$ cat src/sv/smpq_pkg.sv
// ----------------------------------------------------------------------------
// smpq_pkg
// Shared types and codes for the stable min priority queue unit.
// ----------------------------------------------------------------------------
package smpq_pkg;

    // Field widths of the command and response transactions
    localparam int ID_BITS   = 16;
    localparam int COST_BITS = 32;
    localparam int CNT_BITS  = 7;
    localparam int DEPTH_DEF = 64;

    // Opcodes
    localparam logic [1:0] OP_INSERT = 2'd0;
    localparam logic [1:0] OP_POP    = 2'd1;
    localparam logic [1:0] OP_UPDATE = 2'd2;
    localparam logic [1:0] OP_QUERY  = 2'd3;

    // Status codes
    localparam logic [1:0] ST_OK     = 2'd0;
    localparam logic [1:0] ST_EMPTY  = 2'd1;
    localparam logic [1:0] ST_FULL   = 2'd2;
    localparam logic [1:0] ST_ABSENT = 2'd3;

    typedef struct packed {
        logic [1:0]           opcode;
        logic [ID_BITS-1:0]   node_id;
        logic [COST_BITS-1:0] new_cost;
    } cmd_t;

    typedef struct packed {
        logic [ID_BITS-1:0]   out_id;
        logic [COST_BITS-1:0] out_cost;
        logic                 found;
        logic [1:0]           status;
        logic                 is_empty;
        logic [CNT_BITS-1:0]  entry_count;
    } rsp_t;

    // One stored queue entry
    typedef struct packed {
        logic [COST_BITS-1:0] key;
        logic [ID_BITS-1:0]   ident;
    } entry_t;

    // Compare unit result
    typedef struct packed {
        logic key_gt;
        logic id_eq;
    } cmp_t;

endpackage

$ cat src/sv/stable_min_priority_queue_unit.sv
// ----------------------------------------------------------------------------
// stable_min_priority_queue_unit
// Sorted open-set queue of (id, cost) entries with pop-min, insert, update
// and query. Entries sit sorted by cost in a RAM; a small sequencer walks
// them with one shared compare unit.
// ----------------------------------------------------------------------------
//  channel    ports                 handshake
//  command    cmd (cmd_t)           start & !busy accepts the transaction
//  response   rsp (rsp_t)           done high for one cycle, always taken
//
//  Each entry visited takes a RAM read, then a compare (insert, search)
//  and/or a write (insert, shift). Insert walks down from the tail moving
//  larger keys up; pop reads the head, then shifts the rest down. Query and
//  update search from the front; a found update shifts the entries behind it down, then does the insert walk.
//  Pop on empty and insert when full answer next cycle; busy stays low.
//  Reset clears the registers, not the RAM; done follows the last busy cycle.
// ----------------------------------------------------------------------------
module stable_min_priority_queue_unit #(
    parameter int DEPTH = smpq_pkg::DEPTH_DEF
) (
    input  logic           clk,
    input  logic           rst_n,
    input  logic           start,
    input  smpq_pkg::cmd_t cmd,
    output logic           busy,
    output logic           done,
    output smpq_pkg::rsp_t rsp
);
    import smpq_pkg::*;

    localparam int AW = $clog2(DEPTH);
    localparam int CW = $clog2(DEPTH + 1);
    localparam int EW = COST_BITS + ID_BITS;

    typedef enum logic [2:0] {
        S_IDLE,
        S_POP_CAP,
        S_INS_RD,
        S_INS_CMP,
        S_SHF_RD,
        S_SHF_WR,
        S_FND_RD,
        S_FND_CMP
    } state_t;

    state_t               state_reg, state_next;
    logic [CW-1:0]        cnt_reg, cnt_next;
    logic [CW-1:0]        ptr_reg, ptr_next;
    logic [1:0]           op_reg, op_next;
    logic [ID_BITS-1:0]   id_reg, id_next;
    logic [COST_BITS-1:0] cost_reg, cost_next;
    rsp_t                 rsp_reg, rsp_next;
    logic                 done_reg, done_next;

    logic                 ram_wr, ram_rd;
    logic [AW-1:0]        ram_waddr, ram_raddr;
    entry_t               ram_wdata, ram_rdata;
    cmp_t                 cmp;
    logic [CW-1:0]        ptr_m1;
    logic                 fin;

    // Entry storage
    smpq_ram #(
        .WIDTH (EW),
        .DEPTH (DEPTH)
    ) u_ram (
        .clk     (clk),
        .wr_en   (ram_wr),
        .wr_addr (ram_waddr),
        .wr_data (ram_wdata),
        .rd_en   (ram_rd),
        .rd_addr (ram_raddr),
        .rd_data (ram_rdata)
    );

    // Shared compare unit
    smpq_cmp u_cmp (
        .entry (ram_rdata),
        .key   (cost_reg),
        .ident (id_reg),
        .res   (cmp)
    );

    assign ptr_m1 = ptr_reg - 1'b1;

    // Sequencer
    always_comb
    begin
        state_next = state_reg;
        cnt_next   = cnt_reg;
        ptr_next   = ptr_reg;
        op_next    = op_reg;
        id_next    = id_reg;
        cost_next  = cost_reg;
        rsp_next   = rsp_reg;
        done_next  = 1'b0;
        ram_wr     = 1'b0;
        ram_rd     = 1'b0;
        ram_waddr  = '0;
        ram_raddr  = '0;
        ram_wdata  = '0;
        fin        = 1'b0;

        case (state_reg)
            S_IDLE:
            begin
                if (start)
                begin
                    op_next   = cmd.opcode;
                    id_next   = cmd.node_id;
                    cost_next = cmd.new_cost;
                    rsp_next  = '0;
                    case (cmd.opcode)
                        OP_INSERT:
                        begin
                            if (cnt_reg == CW'(DEPTH))
                            begin
                                rsp_next.status = ST_FULL;
                                fin             = 1'b1;
                            end
                            else
                            begin
                                ptr_next   = cnt_reg;
                                state_next = S_INS_RD;
                            end
                        end
                        OP_POP:
                        begin
                            if (cnt_reg == '0)
                            begin
                                rsp_next.status = ST_EMPTY;
                                fin             = 1'b1;
                            end
                            else
                            begin
                                ram_rd     = 1'b1;
                                ram_raddr  = '0;
                                state_next = S_POP_CAP;
                            end
                        end
                        default:
                        begin
                            ptr_next   = '0;
                            state_next = S_FND_RD;
                        end
                    endcase
                end
            end

            // Head entry read back: capture it, then close the gap
            S_POP_CAP:
            begin
                rsp_next.out_id   = ram_rdata.ident;
                rsp_next.out_cost = ram_rdata.key;
                rsp_next.found    = 1'b1;
                ptr_next          = CW'(1);
                state_next        = S_SHF_RD;
            end

            // Walk down from the tail, moving larger keys up one slot
            S_INS_RD:
            begin
                if (ptr_reg == '0)
                begin
                    ram_wr          = 1'b1;
                    ram_waddr       = '0;
                    ram_wdata.key   = cost_reg;
                    ram_wdata.ident = id_reg;
                    cnt_next        = cnt_reg + 1'b1;
                    fin             = 1'b1;
                end
                else
                begin
                    ram_rd     = 1'b1;
                    ram_raddr  = ptr_m1[AW-1:0];
                    state_next = S_INS_CMP;
                end
            end

            S_INS_CMP:
            begin
                ram_wr    = 1'b1;
                ram_waddr = ptr_reg[AW-1:0];
                if (cmp.key_gt)
                begin
                    ram_wdata  = ram_rdata;
                    ptr_next   = ptr_m1;
                    state_next = S_INS_RD;
                end
                else
                begin
                    ram_wdata.key   = cost_reg;
                    ram_wdata.ident = id_reg;
                    cnt_next        = cnt_reg + 1'b1;
                    fin             = 1'b1;
                end
            end

            // Shift entries down one slot from ptr to the tail
            S_SHF_RD:
            begin
                if (ptr_reg >= cnt_reg)
                begin
                    cnt_next = cnt_reg - 1'b1;
                    if (op_reg == OP_UPDATE)
                    begin
                        ptr_next   = cnt_reg - 1'b1;
                        state_next = S_INS_RD;
                    end
                    else
                    begin
                        fin = 1'b1;
                    end
                end
                else
                begin
                    ram_rd     = 1'b1;
                    ram_raddr  = ptr_reg[AW-1:0];
                    state_next = S_SHF_WR;
                end
            end

            S_SHF_WR:
            begin
                ram_wr     = 1'b1;
                ram_waddr  = ptr_m1[AW-1:0];
                ram_wdata  = ram_rdata;
                ptr_next   = ptr_reg + 1'b1;
                state_next = S_SHF_RD;
            end

            // Search from the front for the identifier
            S_FND_RD:
            begin
                if (ptr_reg >= cnt_reg)
                begin
                    if (op_reg == OP_UPDATE)
                    begin
                        rsp_next.status = ST_ABSENT;
                    end
                    fin = 1'b1;
                end
                else
                begin
                    ram_rd     = 1'b1;
                    ram_raddr  = ptr_reg[AW-1:0];
                    state_next = S_FND_CMP;
                end
            end

            S_FND_CMP:
            begin
                ptr_next = ptr_reg + 1'b1;
                if (cmp.id_eq)
                begin
                    rsp_next.found = 1'b1;
                    if (op_reg == OP_QUERY)
                    begin
                        fin = 1'b1;
                    end
                    else
                    begin
                        state_next = S_SHF_RD;
                    end
                end
                else
                begin
                    state_next = S_FND_RD;
                end
            end

            default:
            begin
                state_next = S_IDLE;
            end
        endcase

        // Close the transaction: counts after the operation, one-cycle strobe
        if (fin)
        begin
            rsp_next.is_empty    = (cnt_next == '0);
            rsp_next.entry_count = CNT_BITS'(cnt_next);
            done_next            = 1'b1;
            state_next           = S_IDLE;
        end
    end

    // State and registered outputs
    always_ff @(posedge clk or negedge rst_n)
    begin
        if (!rst_n)
        begin
            state_reg <= S_IDLE;
            cnt_reg   <= '0;
            done_reg  <= 1'b0;
            ptr_reg   <= '0;
            op_reg    <= '0;
            id_reg    <= '0;
            cost_reg  <= '0;
            rsp_reg   <= '0;
        end
        else
        begin
            state_reg <= state_next;
            cnt_reg   <= cnt_next;
            done_reg  <= done_next;
            ptr_reg   <= ptr_next;
            op_reg    <= op_next;
            id_reg    <= id_next;
            cost_reg  <= cost_next;
            rsp_reg   <= rsp_next;
        end
    end

    assign busy = (state_reg != S_IDLE);
    assign done = done_reg;
    assign rsp  = rsp_reg;

    // Assertions
    a_cnt_bound: assert property (@(posedge clk) disable iff (!rst_n)
        cnt_reg <= CW'(DEPTH))
        else $error("entry count beyond depth");

    a_ram_port: assert property (@(posedge clk) disable iff (!rst_n)
        !(ram_wr && ram_rd))
        else $error("RAM read and write in the same cycle");

    a_start_resp: assert property (@(posedge clk) disable iff (!rst_n)
        (start && !busy) |=> (busy || done))
        else $error("accepted transaction neither worked on nor answered");

    a_done_busy: assert property (@(posedge clk) disable iff (!rst_n)
        done |-> ($past(busy) || $past(start)))
        else $error("response without a transaction");

endmodule

$ cat src/sv/smpq_ram.sv
// ----------------------------------------------------------------------------
// smpq_ram
// Generic simple dual-port RAM: one write port, one read port, registered read.
// ----------------------------------------------------------------------------
module smpq_ram #(
    parameter int WIDTH = 8,
    parameter int DEPTH = 16
) (
    input  logic                     clk,
    input  logic                     wr_en,
    input  logic [$clog2(DEPTH)-1:0] wr_addr,
    input  logic [WIDTH-1:0]         wr_data,
    input  logic                     rd_en,
    input  logic [$clog2(DEPTH)-1:0] rd_addr,
    output logic [WIDTH-1:0]         rd_data
);

    logic [WIDTH-1:0] mem [DEPTH];

    // Write port
    always_ff @(posedge clk)
    begin
        if (wr_en)
        begin
            mem[wr_addr] <= wr_data;
        end
    end

    // Registered read port
    always_ff @(posedge clk)
    begin
        if (rd_en)
        begin
            rd_data <= mem[rd_addr];
        end
    end

endmodule

$ cat src/sv/smpq_cmp.sv
// ----------------------------------------------------------------------------
// smpq_cmp
// Shared compare unit: key order for insertion, identifier match for search.
// ----------------------------------------------------------------------------
module smpq_cmp (
    input  smpq_pkg::entry_t                     entry,
    input  logic [smpq_pkg::COST_BITS-1:0]       key,
    input  logic [smpq_pkg::ID_BITS-1:0]         ident,
    output smpq_pkg::cmp_t                       res
);
    import smpq_pkg::*;

    // Stored key strictly greater: entry moves up, equal keys stay in front
    assign res.key_gt = (entry.key > key);
    assign res.id_eq  = (entry.ident == ident);

endmodule
$ cat config.mk
export PLATFORM = sky130hd
export DESIGN_NAME = stable_min_priority_queue_unit
export DESIGN_NICKNAME = d
export VERILOG_FILES = /design/src/sv/smpq_pkg.sv /design/src/sv/stable_min_priority_queue_unit.sv /design/src/sv/smpq_ram.sv /design/src/sv/smpq_cmp.sv
export SDC_FILE = /design/constraint.sdc
export NUM_CORES = 2
export LEC_CHECK = 0
export BUFFER_PORTS_ARGS = -buffer_cell sky130_fd_sc_hd__buf_2
export CAP_MARGIN = 20
export CORE_MARGIN = 3
export CORE_UTILIZATION = 44
export CTS_BUF_LIST = sky130_fd_sc_hd__clkbuf_8
export CTS_CLUSTER_DIAMETER = 50
export DETAILED_ROUTE_END_ITERATION = 8
export PLACE_DENSITY = 0.56
export SLEW_MARGIN = 25
export SYNTH_ARGS = -nofsm -noshare
export SYNTH_HDL_FRONTEND = slang
export SYNTH_SLANG_ARGS = --single-unit
export TNS_END_PERCENT = 50
$ cat constraint.sdc
create_clock -name clk -period 10.8 [get_ports clk]
set_clock_uncertainty 0.05 [all_clocks]
set_input_delay 1.08 -clock clk [delete_from_list [all_inputs] [get_ports clk]]
set_output_delay 1.08 -clock clk [all_outputs]
set_load 0.01 [all_outputs]
==> out/summary.txt <==
status = finished, final reports clean
Post-synth EDFFs = 3120
first-pass GRT wire length = 546100 um
root buffer cell = clkbuf_8
CTS sink count = 3247
H-tree depth = 6
DRT iter0 DRCs = 8870
Hold Fails Final Rpt = 0
Vias/cell = 6.267
Seq/Total Area, Yosys = 0.7691
Final setup viols = 0
post-placement cell area = 132400 sq um
worst path required time = 11630 ps
drt pass-1 iters = 6
Layout Nets = 6634
PwrDens = 295.4 nW/um^2
CP endpoint kind = flip-flop
area of the mapped netlist = 125900 sq um
GR Layer Usage met1 = 0.3711
most common flop cell mapped by yosys = edfxtp_1
routing usage on met3 = 0.05405
die height = 541.0 um
layout cells sized above 1 = 0.2703
postcts setup bufs = 0
Syn Inst Count = 6002
latest clock arrival within the worst-skew pair = 1160 ps
Avg WL per Cell = 36.97 um
clock buffer depth = 4
NetSw = 15160 uW
Reg power frac = 0.405
post-route setup TNS = 0 ps
Starting Density = 0.4442
Slew HR = 0.1802
Max Clk Rate = 0.1611 GHz
Final Max Tran Viols = 0
arrival time at the worst endpoint = 7040 ps
vias = 67067
Clock Power Share = 0.245
largest net degree at the start of global routing = 127
dpl hpwl = 205800 um
Synth area leaders = edfxtp_1, mux4_2, dfrtp_1
crit-path max FO = 41
combinational share of power = 0.350
routability congestion estimate = 0.8618
P&R area growth vs syn = 13.39%
RSZ-0062 raised after global routing = no
commonest cells in the netlist = edfxtp_1, mux4_2, nand2_1
switching portion of total power = 0.3593
DRC errors left = 0
startpoint types = flip-flop
LEAKAGE = 0.04655 uW
most frequent cell after synthesis = edfxtp_1
max reg flops = 3072
cell row count = 195
IO Port Bufs = 113
internal power = 27020 uW
# Max-Cap Violations = 0
share of the synthesized area in the top cell type = 0.7439
CTS resizes = 0
CTS clock-pin slew for the worst setup and hold paths = 60 ps
CTS buffer count = 548
GRT overflow = 0
hold crit path type = input port to flip-flop
min cycle time layout = 6209 ps
Final Routed Wirelength = 395600 um
Least-Margin Pin Slew = 1230 ps
Synth area leader = edfxtp_1
peak supply drop = 283.9 uV
CTS tree = built
DIE AREA = 292700 sq um
Post-Syn Nets = 6098
Avg Cell Area, Syn = 20.98 sq um
initial antenna violation count = 9
post-synthesis register bit count = 3247
vias in the first global route = 67534
asr flop ratio synth = 0.03911
core area = 283500 sq um
Tcrit/Tclk final = 0.5749
antenna viol nets, final = 0
Finished Cell Area = 142800 sq um
Cell variety after synth = 70
GRT Overall Usage = 0.2679
Synth Warn # = 0
# IOs = 114
WS Path Type = flip-flop to flip-flop
met2 usage = 0.4231
grt peak-use layer = met2
Die W = 541.0 um
## power by group through the flow
stage               combinational, uW  clock [uW]  sequential, uW
floorplan                        9650           0           16900
finish                          14800       10300           17100
detailed placement              14700           0           17300
global route                    15600       11100           17100
CTS                             14700       10500           17100
global placement                14500           0           17300
## routing by layer
layer,part of all wire,up-vias
li1,-,26351
met4,0.041,4
met5,0.000073,-
met1,0.40,36385
met3,0.089,725
met2,0.47,3602
## layout make-up
| cell class | instances | area, sq um |
|---|---|---|
| Sequential cell | 3247 | 96870 |
| Antenna cell | 10 | 25.02 |
| Fill cell | 22860 | 140700 |
| Tap cell | 3743 | 4683 |
| Timing Repair Buffer | 331 | 2769 |
| Clock buffer | 567 | 7804 |
| Inverter | 56 | 210.2 |
| Clock inverter | 393 | 2296 |
| Multi-Input combinational cell | 2354 | 28160 |
## critical path, stage by stage, from the launching register on
cell and delay (ps):
dfrtp_1 720, inv_1 130, ha_1 340, nand4_1 150
nor4_1 610, a21boi_0 320, or4_1 250, a22o_1 530
nand2_1 190, nand2_2 260, buf_4 900, a22o_1 860
buf_4 490
## through the flow
stage               utilization  power [uW]  std cells  hold slack (ps)  setup slack, ps
global route             0.5037       43840      10698            46.72             4380
floorplan                     -       26570       6002            409.3             3083
finish                   0.5037       42180      10701            101.3             4591
CTS                      0.5030       42330      10690           0.2246             4767
global placement         0.4653       31840       9699            434.6             4818
detailed placement       0.4670       32040       9719            440.7             4829
## worst paths after layout
| check | startpoint | end | slack (ps) | cells past startpoint |
|---|---|---|---|---|
| setup / recovery | cost_reg[15] | u_ram.mem[41][5] | 4590 | 12 |
| hold / removal | cmd[4] | cost_reg[4] | 100 | 3 |
| setup reg to reg | cost_reg[15] | u_ram.mem[41][5] | 4590 | 12 |
| hold reg to reg | op_reg[0] | op_reg[0] | 450 | 2 |
| max in group asynchronous | rst_n | cost_reg[29] | 8870 | 3 |
| min in group asynchronous | rst_n | rsp[16] | 470 | 2 |
## placed cells by master (no fill, tap or decap), types with 111 or more instances in the layout
cell / Yosys / layout
edfxtp_1: 3120 / 3120
mux4_2: 748 / 748
clkbuf_8: 0 / 567
nand2_1: 354 / 351
inv_1: 56 / 236
mux2i_1: 181 / 181
buf_4: 15 / 170
o21ai_0: 168 / 167
a22oi_1: 141 / 141
dfrtp_1: 127 / 127
o211ai_1: 122 / 122
buf_2: 110 / 112
clkinv_1: 0 / 111
## kinds of logic after synthesis
family,Yosys count,share of synthesized area
flops,3247,0.7691
mux,930,0.1482
compound gates,717,0.03960
simple gates,637,0.02274
buf+inv,401,0.01418
fa+ha+maj,43,0.004272
xor+xnor,27,0.001878
## what timing repair did
action	CTS	global route
hold buffers	11	0
setup endpoints to repair	0	0
hold endpoints to repair	81	0
(Power assumes the default switching activity.)
